## config.mk

```make
export PLATFORM = sky130hd
export DESIGN_NAME = mailbox_fifo_pair_controller_core
export DESIGN_NICKNAME = d
export VERILOG_FILES = /design/src/hw/rtl/mfc_pkg.sv /design/src/hw/rtl/mailbox_fifo_pair_controller_core.sv /design/src/hw/rtl/mfc_resp_cell.sv /design/src/hw/rtl/mfc_resp_fifo.sv
export SDC_FILE = /design/constraint.sdc
export NUM_CORES = 1
export LEC_CHECK = 0
export ABC_AREA = 1
export BUFFER_PORTS_ARGS = -buffer_cell sky130_fd_sc_hd__buf_4
export CAP_MARGIN = 20
export CELL_PAD_IN_SITES_DETAIL_PLACEMENT = 0
export CELL_PAD_IN_SITES_GLOBAL_PLACEMENT = 1
export CORE_ASPECT_RATIO = 1.2
export CORE_MARGIN = 2
export CORE_UTILIZATION = 40
export DETAILED_ROUTE_END_ITERATION = 8
export HOLD_SLACK_MARGIN = 0.05
export MAX_ROUTING_LAYER = met4
export PLACE_DENSITY_LB_ADDON = 0.1
export SETUP_SLACK_MARGIN = 0.4
export SLEW_MARGIN = 10
export SYNTH_ARGS = -nofsm -noshare
export SYNTH_HDL_FRONTEND = slang
export SYNTH_SLANG_ARGS = --single-unit
```

## constraint.sdc

```tcl
create_clock -name clk -period 5.1 [get_ports clk]
set_input_delay 0 -clock clk [delete_from_list [all_inputs] [get_ports clk]]
set_output_delay 0 -clock clk [all_outputs]
set_load 0.005 [all_outputs]
```

## src/hw/rtl/mfc_pkg.sv

```systemverilog
// Shared constants, codes and control structs for the mailbox FIFO pair controller.
package mfc_pkg;

  localparam int FIFO_DEPTH = 8;
  localparam int CHANNELS   = 9;
  localparam logic [31:0] INVALID_WORD = 32'h0000_000f;

  localparam int CNT_W     = $clog2(FIFO_DEPTH + 1);
  localparam int LAT_IDX_W = (CHANNELS > 1) ? $clog2(CHANNELS) : 1;
  localparam int CH_W      = 4;

  localparam logic [CH_W:0]  CH_LIMIT  = (CH_W + 1)'(CHANNELS);
  localparam logic [CNT_W-1:0] CNT_FULL = CNT_W'(FIFO_DEPTH);

  localparam logic [31:0] BIT_FULL    = 32'h8000_0000;
  localparam logic [31:0] BIT_EMPTY   = 32'h4000_0000;
  localparam logic [31:0] BIT_ENABLE  = 32'h0000_0001;
  localparam logic [31:0] BIT_PENDING = 32'h0000_0010;

  localparam logic [7:0] OFS_POP_LO     = 8'h80;
  localparam logic [7:0] OFS_POP_HI     = 8'h8c;
  localparam logic [7:0] OFS_PEEK       = 8'h90;
  localparam logic [7:0] OFS_SENDER     = 8'h94;
  localparam logic [7:0] OFS_STATUS     = 8'h98;
  localparam logic [7:0] OFS_CONFIG     = 8'h9c;
  localparam logic [7:0] OFS_REQ_LO     = 8'ha0;
  localparam logic [7:0] OFS_REQ_HI     = 8'hac;
  localparam logic [7:0] OFS_REQ_STATUS = 8'hb8;

  localparam logic [1:0] OP_READ  = 2'd0;
  localparam logic [1:0] OP_WRITE = 2'd1;
  localparam logic [1:0] OP_EVENT = 2'd2;

  typedef struct packed {
    logic pop;
    logic push;
  } fifo_ctl_t;

  typedef struct packed {
    logic head_valid;
    logic full;
  } fifo_stat_t;

endpackage

```

## src/hw/rtl/mailbox_fifo_pair_controller_core.sv

```systemverilog
// Top level of the mailbox FIFO pair controller: command decode, latches and sequencing.
//
// Usage: a transaction is offered on the in_ ports with start; it is taken at a
// rising edge where start is high and busy is low. Op 0 is a bus read, op 1 a
// bus write, op 2 a child channel level event. Every transaction produces exactly
// one result, presented on the out_ ports for a single cycle with out_valid high.
// The receiver cannot stall: a result must be captured in the cycle it is shown.
//
// Sequencing: the command itself is applied in the accept cycle. Afterwards the
// block drains latched child responses into the response FIFO, one word per
// cycle, lowest channel first, until none remain or the FIFO is full. A closing
// step then ends the transaction and the result strobe follows. At most FIFO_DEPTH
// words are moved; busy is high while the block drains and closes, and a new
// start may be accepted in the cycle the strobe is shown.
//
// Reset (rst_n low, synchronous) empties both FIFOs, clears all latched flags and
// the interrupt enable, and returns the block to idle with no strobe pending.
module mailbox_fifo_pair_controller_core
  import mfc_pkg::*;
(
  input  logic                clk,
  input  logic                rst_n,
  input  logic                start,
  output logic                busy,
  input  logic [1:0]          in_op,
  input  logic [7:0]          in_offset,
  input  logic [31:0]         in_word,
  input  logic [CH_W-1:0]     in_event_channel,
  input  logic                in_event_level,
  input  logic [CHANNELS-1:0] in_busy_mask,
  output logic                out_valid,
  output logic [31:0]         out_read_data,
  output logic                out_irq,
  output logic                out_child_write_valid,
  output logic [CH_W-1:0]     out_child_write_channel,
  output logic [31:0]         out_child_write_word,
  output logic                out_queue_full_drop,
  output logic                out_bad_channel,
  output logic                out_unsupported_access
);

  typedef enum logic {
    ST_IDLE,
    ST_DRAIN
  } state_t;

  state_t state_r;

  // Result registers, loaded on accept; out_valid_r and irq_r load on closing.
  logic                out_valid_r;
  logic [31:0]         rdata_r;
  logic                irq_r;
  logic                cw_valid_r;
  logic [CH_W-1:0]     cw_ch_r;
  logic [31:0]         cw_word_r;
  logic                full_drop_r;
  logic                bad_ch_r;
  logic                unsup_r;

  // Control state.
  logic [CHANNELS-1:0] lat_valid_r;
  logic [31:0]         lat_word_r [CHANNELS];
  logic [CNT_W-1:0]    req_cnt_r;
  logic                irq_en_r;

  // Response FIFO interface.
  fifo_ctl_t           fifo_ctl;
  fifo_stat_t          fifo_stat;
  logic [31:0]         fifo_head;
  logic [31:0]         push_word;

  // Decode of the offered transaction.
  logic                accept;
  logic                is_pop_ofs;
  logic                is_req_ofs;
  logic [31:0]         head_or_inv;
  logic                req_full;
  logic [CH_W-1:0]     req_ch;
  logic                req_ch_ok;
  logic                req_queue;
  logic                ev_ch_ok;
  logic [LAT_IDX_W-1:0] ev_idx;

  logic [31:0]         rdata_nxt;
  logic                cw_valid_nxt;
  logic                full_drop_nxt;
  logic                bad_ch_nxt;
  logic                unsup_nxt;

  // Drain selection.
  logic                any_lat;
  logic                can_push;
  logic [LAT_IDX_W-1:0] lat_sel;

  assign accept      = start && !busy;
  assign busy        = (state_r != ST_IDLE);
  assign is_pop_ofs  = (in_offset >= OFS_POP_LO) && (in_offset <= OFS_POP_HI);
  assign is_req_ofs  = (in_offset >= OFS_REQ_LO) && (in_offset <= OFS_REQ_HI);
  assign head_or_inv = fifo_stat.head_valid ? fifo_head : INVALID_WORD;
  assign req_full    = (req_cnt_r >= CNT_FULL);
  assign req_ch      = in_word[CH_W-1:0];
  assign req_ch_ok   = ({1'b0, req_ch} < CH_LIMIT);
  assign ev_ch_ok    = ({1'b0, in_event_channel} < CH_LIMIT);
  assign ev_idx      = in_event_channel[LAT_IDX_W-1:0];

  // A request write to a busy child goes into the request FIFO. Nothing in
  // this block drains that FIFO, so only its fill level is tracked.
  assign req_queue = (in_op == OP_WRITE) && is_req_ofs && !req_full && req_ch_ok
                     && in_busy_mask[req_ch[LAT_IDX_W-1:0]];

  // Result fields of the accepted transaction.
  always_comb begin
    rdata_nxt     = '0;
    cw_valid_nxt  = 1'b0;
    full_drop_nxt = 1'b0;
    bad_ch_nxt    = 1'b0;
    unsup_nxt     = 1'b0;
    unique case (in_op)
      OP_READ: begin
        priority if (is_pop_ofs) begin
          rdata_nxt = head_or_inv;
        end else if (in_offset == OFS_PEEK) begin
          rdata_nxt = head_or_inv;
        end else if (in_offset == OFS_SENDER) begin
          rdata_nxt = '0;
        end else if (in_offset == OFS_STATUS) begin
          rdata_nxt = !fifo_stat.head_valid ? BIT_EMPTY
                    : (fifo_stat.full ? BIT_FULL : '0);
        end else if (in_offset == OFS_CONFIG) begin
          // Between transactions the pending flag equals a nonempty response FIFO.
          rdata_nxt = (irq_en_r ? BIT_ENABLE : '0)
                    | (fifo_stat.head_valid ? BIT_PENDING : '0);
        end else if (in_offset == OFS_REQ_STATUS) begin
          rdata_nxt = (req_cnt_r == '0) ? BIT_EMPTY : (req_full ? BIT_FULL : '0);
        end else begin
          unsup_nxt = 1'b1;
        end
      end
      OP_WRITE: begin
        priority if (in_offset == OFS_SENDER || in_offset == OFS_CONFIG) begin
          unsup_nxt = 1'b0;
        end else if (is_req_ofs) begin
          priority if (req_full) begin
            full_drop_nxt = 1'b1;
          end else if (!req_ch_ok) begin
            bad_ch_nxt = 1'b1;
          end else if (!in_busy_mask[req_ch[LAT_IDX_W-1:0]]) begin
            cw_valid_nxt = 1'b1;
          end else begin
            cw_valid_nxt = 1'b0;
          end
        end else begin
          unsup_nxt = 1'b1;
        end
      end
      default: begin
        unsup_nxt = 1'b0;
      end
    endcase
  end

  // Lowest latched channel is drained first.
  always_comb begin
    lat_sel = '0;
    for (int i = CHANNELS - 1; i >= 0; i--) begin
      if (lat_valid_r[i]) begin
        lat_sel = LAT_IDX_W'(i);
      end
    end
  end

  assign any_lat   = |lat_valid_r;
  assign can_push  = (state_r == ST_DRAIN) && any_lat && !fifo_stat.full;
  assign push_word = lat_word_r[lat_sel];

  assign fifo_ctl.pop  = accept && (in_op == OP_READ) && is_pop_ofs;
  assign fifo_ctl.push = can_push;

  mfc_resp_fifo u_resp_fifo (
    .clk       (clk),
    .rst_n     (rst_n),
    .ctl       (fifo_ctl),
    .push_word (push_word),
    .stat      (fifo_stat),
    .head_word (fifo_head)
  );

  // Sequencer and result registers. The strobe is registered from the drain step
  // that finds nothing more to push, and lasts exactly one cycle.
  always_ff @(posedge clk) begin
    if (!rst_n) begin
      state_r     <= ST_IDLE;
      out_valid_r <= 1'b0;
    end else begin
      unique case (state_r)
        ST_IDLE: begin
          out_valid_r <= 1'b0;
          if (accept) begin
            state_r     <= ST_DRAIN;
            rdata_r     <= rdata_nxt;
            cw_valid_r  <= cw_valid_nxt;
            cw_ch_r     <= cw_valid_nxt ? req_ch : '0;
            cw_word_r   <= cw_valid_nxt ? in_word : '0;
            full_drop_r <= full_drop_nxt;
            bad_ch_r    <= bad_ch_nxt;
            unsup_r     <= unsup_nxt;
          end
        end
        ST_DRAIN: begin
          out_valid_r <= !can_push;
          if (!can_push) begin
            state_r <= ST_IDLE;
            irq_r   <= fifo_stat.head_valid && irq_en_r;
          end
        end
        default: begin
          state_r     <= ST_IDLE;
          out_valid_r <= 1'b0;
        end
      endcase
    end
  end

  // Latch flags, request fill level and interrupt enable.
  always_ff @(posedge clk) begin
    if (!rst_n) begin
      lat_valid_r <= '0;
      req_cnt_r   <= '0;
      irq_en_r    <= 1'b0;
    end else begin
      if (accept && (in_op == OP_WRITE) && (in_offset == OFS_CONFIG)) begin
        irq_en_r <= in_word[0];
      end
      if (accept && req_queue) begin
        req_cnt_r <= req_cnt_r + CNT_W'(1);
      end
      if (accept && (in_op == OP_EVENT) && ev_ch_ok) begin
        lat_valid_r[ev_idx] <= in_event_level;
      end
      if (can_push) begin
        lat_valid_r[lat_sel] <= 1'b0;
      end
    end
  end

  always_ff @(posedge clk) begin
    if (accept && (in_op == OP_EVENT) && ev_ch_ok && in_event_level) begin
      lat_word_r[ev_idx] <= in_word;
    end
  end

  assign out_valid               = out_valid_r;
  assign out_read_data           = rdata_r;
  assign out_irq                 = irq_r;
  assign out_child_write_valid   = cw_valid_r;
  assign out_child_write_channel = cw_ch_r;
  assign out_child_write_word    = cw_word_r;
  assign out_queue_full_drop     = full_drop_r;
  assign out_bad_channel         = bad_ch_r;
  assign out_unsupported_access  = unsup_r;

`ifndef SYNTH
  // The result strobe only appears once the sequencer has returned to idle.
  a_strobe_idle: assert property (@(posedge clk) disable iff (!rst_n)
    out_valid |-> !busy)
    else $error("result strobe while busy");

  // An accepted transaction always raises busy in the cycle after it is taken.
  a_accept_busy: assert property (@(posedge clk) disable iff (!rst_n)
    (start && !busy) |=> busy)
    else $error("accepted transaction did not raise busy");

  // A forwarded request is never also reported as dropped.
  a_forward_excl: assert property (@(posedge clk) disable iff (!rst_n)
    out_valid |-> !(out_child_write_valid && (out_queue_full_drop || out_bad_channel)))
    else $error("forwarded request also flagged as dropped");

  // The interrupt level requires both the enable and a nonempty response FIFO.
  a_irq_cause: assert property (@(posedge clk) disable iff (!rst_n)
    (out_valid && out_irq) |-> (irq_en_r && fifo_stat.head_valid))
    else $error("interrupt without enable or pending data");
`endif

endmodule

```

## src/hw/rtl/mfc_resp_cell.sv

```systemverilog
// One cell of the response FIFO chain: a word, its valid bit and the hand-off to its neighbor.
module mfc_resp_cell
  import mfc_pkg::*;
(
  input  logic        clk,
  input  logic        rst_n,
  input  fifo_ctl_t   ctl,
  input  logic        prev_valid,
  input  logic        next_valid,
  input  logic [31:0] next_word,
  input  logic [31:0] push_word,
  output logic        valid,
  output logic [31:0] word
);

  logic        valid_r, valid_nxt;
  logic [31:0] word_r, word_nxt;

  // A pop moves every word one place toward the head; a push lands in the
  // first empty cell, which is the one whose predecessor is occupied.
  always_comb begin
    valid_nxt = valid_r;
    word_nxt  = word_r;
    if (ctl.pop) begin
      valid_nxt = next_valid;
      word_nxt  = next_word;
    end else if (ctl.push && !valid_r && prev_valid) begin
      valid_nxt = 1'b1;
      word_nxt  = push_word;
    end
  end

  always_ff @(posedge clk) begin
    if (!rst_n) begin
      valid_r <= 1'b0;
    end else begin
      valid_r <= valid_nxt;
    end
  end

  always_ff @(posedge clk) begin
    word_r <= word_nxt;
  end

  assign valid = valid_r;
  assign word  = word_r;

endmodule

```

## src/hw/rtl/mfc_resp_fifo.sv

```systemverilog
// Response FIFO built as a row of cells that shift toward the head on a pop.
module mfc_resp_fifo
  import mfc_pkg::*;
(
  input  logic        clk,
  input  logic        rst_n,
  input  fifo_ctl_t   ctl,
  input  logic [31:0] push_word,
  output fifo_stat_t  stat,
  output logic [31:0] head_word
);

  logic [FIFO_DEPTH-1:0] cell_valid;
  logic [31:0]           cell_word [FIFO_DEPTH];

  for (genvar i = 0; i < FIFO_DEPTH; i++) begin : g_cell
    logic        prev_v;
    logic        next_v;
    logic [31:0] next_w;

    if (i == 0) begin : g_head
      assign prev_v = 1'b1;
    end else begin : g_body
      assign prev_v = cell_valid[i-1];
    end

    if (i == FIFO_DEPTH - 1) begin : g_tail
      assign next_v = 1'b0;
      assign next_w = INVALID_WORD;
    end else begin : g_inner
      assign next_v = cell_valid[i+1];
      assign next_w = cell_word[i+1];
    end

    mfc_resp_cell u_cell (
      .clk        (clk),
      .rst_n      (rst_n),
      .ctl        (ctl),
      .prev_valid (prev_v),
      .next_valid (next_v),
      .next_word  (next_w),
      .push_word  (push_word),
      .valid      (cell_valid[i]),
      .word       (cell_word[i])
    );
  end

  assign stat.head_valid = cell_valid[0];
  assign stat.full       = cell_valid[FIFO_DEPTH-1];
  assign head_word       = cell_word[0];

endmodule
```

# == Yosys cells after proc, flatten, opt, wreduce, memory -nomap -nowiden ==
# Memory sizes are Yosys's and may differ from the RTL's.
# Cells that the tools add are included.
# word_totals
memories,1
ram_bits,288
register_bits,353
output_inout_bits,75
input_bits,59
# op_classes
add_sub_neg,1
bitwise_logic,8
order_cmp,12
n_reduce_logical,62
mux,83
eq_ne,7
# memory_table
name,words,word_bits,read_ports,rd_clocked_by_memory_dff,write_ports,line,source
lat_word_r,9,32,1,0,1,mailbox_fifo_pair_controller_core.sv:62,logic [31:0] lat_word_r [CHANNELS];
# ops
operator,count
32-bit two-way mux,25
"8-bit == test, second input constant",5
1-bit two-way mux,38
4-bit two-way mux,9
1-bit logical AND,35
9-bit two-way mux,3
"8-bit >= comparator, second input constant",2
"8-bit <= comparator, second input constant",2
"4-bit by 5-bit < comparator with 1-bit output, second input constant",3
2-bit nonzero test,7
1-bit zero test,11
9-bit bitwise AND,1
9-bit bitwise mux,1
9-bit inverter,1
9-bit OR reduction,1
1-bit demux with 4-bit select,2
"4-bit by 1-bit >= comparator with 1-bit output, second input constant",2
"4-bit < comparator, second input constant",2
1-bit one-hot mux with 2 select lines,3
3-bit AND reduction,2
5-bit two-way mux,1
1-bit inverter,5
1-bit by 5-bit OR with 5-bit output,1
"4-bit by 1-bit adder with 4-bit output, second input constant",1
10 further kinds,10

# == Longest topological paths before layout ==
# depth
depth_word,16
depth_mapped,16
depth_no_buf,15

# == By module ==
# A second synthesis with hierarchy kept.
# hier_totals
hier_cells,2530
hier_area_um2,27641.5
# modules_own_cells
mod,cells_per_inst,area_each_um2,n_inst
mailbox_fifo_pair_controller_core,1374,15817.7,1
mfc_resp_cell,144,1475.2,8
mfc_resp_fifo,4,22.5,1

# == Worst setup path before layout ==
# No wires, ideal clock.
# synth_path
path_type,register to register
from,"reg state_r, in the netlist busy"
to,"reg bad_ch_r, in the netlist out_bad_channel, enable pin"
synth_period_minus_slack_ns,3.897
path_buffers,0
t_arrival_ns,3.402
slack_ns,1.203
path_stages_with_launch,4
required_time_ns,4.605
setup_time_ns,0.495
path_cell_list,dfxtp_1 inv_1 nand2_1 nor2_1
# synth_between
elab_chain_cells,3
# synth_rtl
item,line,source
from (decl),mailbox_fifo_pair_controller_core.sv:47,state_t state_r;
from (signal assigned),mailbox_fifo_pair_controller_core.sv:192,state_r <= ST_IDLE;
from (signal assigned),mailbox_fifo_pair_controller_core.sv:199,state_r <= ST_DRAIN;
from (signal assigned),mailbox_fifo_pair_controller_core.sv:212,state_r <= ST_IDLE;
1-bit zero test,mailbox_fifo_pair_controller_core.sv:95,assign accept = start && !busy;
1-bit logical AND,mailbox_fifo_pair_controller_core.sv:95,
3-bit AND reduction (no source line) (*),n/a,
to (signal assigned),mailbox_fifo_pair_controller_core.sv:205,bad_ch_r <= bad_ch_nxt;
to (decl),mailbox_fifo_pair_controller_core.sv:57,logic bad_ch_r;
# Mark *: on every way between the ends. The rest lies on a longest branch, timed or not.
# A chain may end at the register's enable or synchronous reset.

# == Final worst setup path ==
# layout_path
from,reg lat_valid_r[0]
to,reg lat_valid_r[2]
# layout_between
elab_chain_cells,8
# layout_rtl
item,line,source
from (decl),mailbox_fifo_pair_controller_core.sv:61,logic [CHANNELS-1:0] lat_valid_r;
"from (signal, indexed assignment)",mailbox_fifo_pair_controller_core.sv:238,lat_valid_r[ev_idx] <= in_event_level;
4-bit two-way mux,mailbox_fifo_pair_controller_core.sv:166,if (lat_valid_r[i]) begin
4-bit by 5-bit < comparator with 1-bit output (not written as such) / 4-bit by 1-bit >= comparator with 1-bit output (equally long branches),mailbox_fifo_pair_controller_core.sv:241,lat_valid_r[lat_sel] <= 1'b0;
1-bit logical AND (not written as such),mailbox_fifo_pair_controller_core.sv:241,
1-bit two-way mux (not written as such),mailbox_fifo_pair_controller_core.sv:241,
1-bit demux with 4-bit select,mailbox_fifo_pair_controller_core.sv:241,
9-bit inverter (no source line),n/a,
9-bit bitwise AND (no source line),n/a,
9-bit two-way mux (*),mailbox_fifo_pair_controller_core.sv:240,if (can_push) begin
# Marked as above.

==> qor.log <==
[critical_path] Max Fanout on Critical Path 57
[critical_path] nature of the critical path endpoint register
[synth] synthesized netlist cell count 2279
[place] total cell area at the placement stage 27830 um2
[sta] count of endpoints failing hold in the final timing report 0
[global_routing] aggregate global routing overflow 0
[critical_path] crit path launch type register
[detailed_routing] overall routed net length 62880 um
[sta] RSZ-0062 raised after global routing no
[detailed_routing] remaining antenna violation count after routing 0
[critical_path] signal arrival time at the worst endpoint 3.61 ns
[synth] Post-Syn Area per Cell 11.38 um2
[floorplan] vertical extent of the die 282.9 um
[synth] proportion of synthesized area in mux cells 0
[global_routing] pin count of the biggest net entering global routing 227
[cells_and_area] area added between synthesis and finish 17.74%
[floorplan] number of placement rows 102
[synth] Synth Cell Area 25930 um2
[synth] Synth Area in Compound Gates 0.01877
[cts] clock-pin slew of the registers on the worst-case setup and hold paths 0.06 ns
[place] Port Buffers 133
[floorplan] die span in x 236.4 um
[place] placer congestion estimate 0.7831
[sta] pins over their slew limit 0
[detailed_routing] Pre-antenna DRT Iters 5
[power] total power per unit cell area 350.4 nW/um2
[floorplan] number of top-level pins 134
[sta] ratio of final minimum period to clock period 0.6057
[synth] synthesized netlist net count 2340
[synth] count of synthesis-stage warnings from yosys 0
[global_routing] gr usage total 0.1965
[floorplan] Die ar. 66880 um2
[detailed_routing] Iteration-0 DRC Markers 1257
[cts] Sinks on Clock Net 637
[cts] latest clock arrival within the worst-skew pair 0.60 ns
[detailed_routing] post-detailed-route DRC marker count 0
[cells_and_area] final core area utilization 0.4746
[cells_and_area] final cell area excluding filler cells 30530 um2
[power] leakage power of the design 11.58 nW
[synth] flops & latches, synth 637
[sta] Min Clock Period, post-route 3.089 ns
[synth] adder and majority cell fraction of the synthesized area 0.0009652
[global_routing] global-route wire length before repair 97860 um
[critical_path] sequence of cells on the critical path inv_2 > buf_4 > nand2_2 > buf_4 > inv_1 > nor2_1 > a221oi_1 > dlygate4sd3_1
[detailed_routing] average wire per standard cell 18.82 um
[synth] leading cell types by total area after synthesis sky130_fd_sc_hd__edfxtp_1 (67%), sky130_fd_sc_hd__nand2_1 (10%), sky130_fd_sc_hd__dfxtp_1 (4.3%)
[synth] fraction of synthesized cell area taken by the top area cell type 0.6729
[sta] final total negative setup slack 0 ns
[cts] clock buffer count from CTS 68
[floorplan] Placeable Area 64320 um2
[global_routing] vias in the first global route 16740
[place] HPWL Detailed 36120 um
[power] largest vdd supply drop 0.2427 mV
[run] number of max-cap violations 0
[cells_and_area] final net count 2522
[synth] cell type with the largest total area after synthesis sky130_fd_sc_hd__edfxtp_1
[global_routing] antenna violations before repair 1
[sta] slew of the pin with the lowest slew margin 1.100 ns
[sta] Max Clock Skew 0.02330 ns
[critical_path] Crit path largest cell delay 0.60 ns
[synth] xor and xnor area share after synthesis 0
[cts] clk root buf sky130_fd_sc_hd__clkbuf_16
[critical_path] cell repeated most along the worst path sky130_fd_sc_hd__buf_4
[critical_path] category of the most critical setup path register to register
[sta] count of endpoints failing setup in the final report 0
[synth] Simple-Gate Fraction of Synth Area 0.2181
[synth] dominant combinational cell family by area after synthesis simple AND/OR/NAND/NOR gates
[critical_path] standard cell with the maximum stage delay on the critical path sky130_fd_sc_hd__dlygate4sd3_1
[cts] maximum level of the CTS H-tree 3
[cells_and_area] fraction of final layout cells sized beyond drive strength 1 0.1328
[sta] f_max 323.7 MHz
[synth] sequential cell area fraction in the yosys report 0.7161
[detailed_routing] via count 16770
[floorplan] starting density of the core 0.4031
[sta] worst-case headroom to the max-slew limit 0.2668
[status] outcome completed
[cts] TritonCTS clock tree done
[detailed_routing] vias per cell 5.020
[cts] maximum root-to-sink buffer count 3
[worst_hold_path] worst min-delay path class input port to register
[synth] number of unique standard cell types used by synthesis 35
[critical_path] CP Data Required Time 5.62 ns
[cell usage after synthesis]
master                     number
sky130_fd_sc_hd__inv_1        151
sky130_fd_sc_hd__nor3_1        10
sky130_fd_sc_hd__dfxtp_1       56
sky130_fd_sc_hd__buf_1          5
sky130_fd_sc_hd__o311ai_0       1
sky130_fd_sc_hd__buf_2         41
sky130_fd_sc_hd__o21bai_1       1
sky130_fd_sc_hd__clkbuf_1      54
sky130_fd_sc_hd__nand2_1      705
sky130_fd_sc_hd__nand2_2       36
sky130_fd_sc_hd__nand3_1      199
sky130_fd_sc_hd__nor3_2         1
sky130_fd_sc_hd__nor2_2         4
sky130_fd_sc_hd__and2_1         1
sky130_fd_sc_hd__o211ai_1       3
sky130_fd_sc_hd__o221ai_1       7
sky130_fd_sc_hd__o22ai_1        1
sky130_fd_sc_hd__a32oi_1        1
sky130_fd_sc_hd__a221oi_1       2
sky130_fd_sc_hd__buf_4         19
sky130_fd_sc_hd__a21oi_4        1
sky130_fd_sc_hd__buf_6          4
sky130_fd_sc_hd__nand4_1      116
sky130_fd_sc_hd__nor2_1       164
sky130_fd_sc_hd__nand3_2        7
sky130_fd_sc_hd__o21ai_0       51
sky130_fd_sc_hd__inv_2          3
sky130_fd_sc_hd__nor3b_1        2
sky130_fd_sc_hd__o31ai_1        1
sky130_fd_sc_hd__nand3b_1      33
sky130_fd_sc_hd__ha_1           2
sky130_fd_sc_hd__a211oi_1       2
sky130_fd_sc_hd__nor2_4         2
sky130_fd_sc_hd__a21oi_1       12
sky130_fd_sc_hd__edfxtp_1     581
[state kept, by name, summed over array words and instances, names as in the netlist, 3 cells and up]
signal,cells
u_resp_fifo.g_cell.u_cell.word,256
out_child_write_word,29
out_read_data,32
lat_word_r,288
u_resp_fifo.g_cell.u_cell.valid,8
req_cnt_r,4
lat_valid_r,9
out_child_write_channel,3
[repair_timing]
action / 4_1_cts / 5_1_grt
buffers inserted: 0 / 0
hold endpoints to repair: 351 / 0
hold buffers: 60 / 0
gates resized for setup: 0 / 0
[layer usage]
layer | vias to the layer above | share of wire | GRT usage
met1 | 8195 | 0.44 | 0.2439
li1 | 8195 | - | -
met5 | - | 0 | -
met3 | 88 | 0.040 | 0.03074
met4 | 0 | 0.023 | 0.06216
met2 | 288 | 0.50 | 0.3321
[power by group]
group | leakage [nW] | switching (W) | total (W) | internal (W)
clock network | 1.01 | 0.00196 | 0.00471 | 0.00275
registers | 5.74 | 0.00000751 | 0.00571 | 0.00570
logic | 4.82 | 0.000173 | 0.000279 | 0.000106
[worst paths after layout]
kind                                                      startpoint  slack [ns]                                    to  depth (start not counted)
worst max-delay path                                  lat_valid_r[0]        2.01                        lat_valid_r[2]                          8
worst min register to register  u_resp_fifo.g_cell[7].u_cell.word[1]        0.47  u_resp_fifo.g_cell[7].u_cell.word[1]                          2
worst min-delay path                                    in_offset[1]        0.12                      out_read_data[4]                          6
worst max register to register                        lat_valid_r[0]        2.01                        lat_valid_r[2]                          8
[cell families after synthesis]
group | Yosys count
DFF | 637
adders and majority gates | 2
and+or+nand+nor | 1280
buffers and inverters | 277
AOI/OAI and AO/OA | 83
[layout by cell type (no fill, tap or decap), types with 6 or more instances in the layout]
cell type                       count
sky130_fd_sc_hd__a21oi_1           12
sky130_fd_sc_hd__buf_4            171
sky130_fd_sc_hd__clkbuf_1          19
sky130_fd_sc_hd__clkbuf_16         69
sky130_fd_sc_hd__clkinv_1          10
sky130_fd_sc_hd__dfxtp_1           56
sky130_fd_sc_hd__dlygate4sd3_1     60
sky130_fd_sc_hd__edfxtp_1         581
sky130_fd_sc_hd__inv_1            151
sky130_fd_sc_hd__nand2_1          704
sky130_fd_sc_hd__nand2_2           37
sky130_fd_sc_hd__nand3_1          198
sky130_fd_sc_hd__nand3_2            6
sky130_fd_sc_hd__nand3b_1          33
sky130_fd_sc_hd__nand4_1          116
sky130_fd_sc_hd__nor2_1           153
sky130_fd_sc_hd__nor2_4            13
sky130_fd_sc_hd__nor3_1             9
sky130_fd_sc_hd__o21ai_0           48
sky130_fd_sc_hd__o221ai_1           7
[area by class of cell]
type	count	area, um2
Timing Repair Buffer	235	1959
Clock buffer	93	1867
Clock inverter	23	216.5
Sequential cell	637	18570
Fill cell	5954	33790
Antenna cell	1	2.502
Tap cell	832	1041
Multi-Input combinational cell	1365	6296
Inverter	154	578.1
[worst max-delay path: cells and delay by family, from the launching register on]
kind / cells / cell delay [ns]
and+or+nand+nor: 2 / 0.64
DFF: 1 / 0.32
buffers and inverters: 5 / 1.75
AOI/OAI and AO/OA: 1 / 0.29
[metrics by stage]
| step | hold WS [ns] | power, W | instances | setup WS (ns) |
|---|---|---|---|---|
| 6_report | 0.1209 | 0.01070 | 3340 | 2.011 |
| 2_1_floorplan | 0.09887 | 0.005923 | 2279 | 1.203 |
| 4_1_cts | 0.05825 | 0.01084 | 3338 | 2.054 |
| 5_1_grt | 0.1406 | 0.01107 | 3340 | 1.841 |
| 3_3_place_gp | 0.2469 | 0.006064 | 3162 | 2.124 |
| 3_5_place_dp | 0.2589 | 0.006070 | 3162 | 2.058 |
Note: power is estimated with default switching activity, not from simulation.
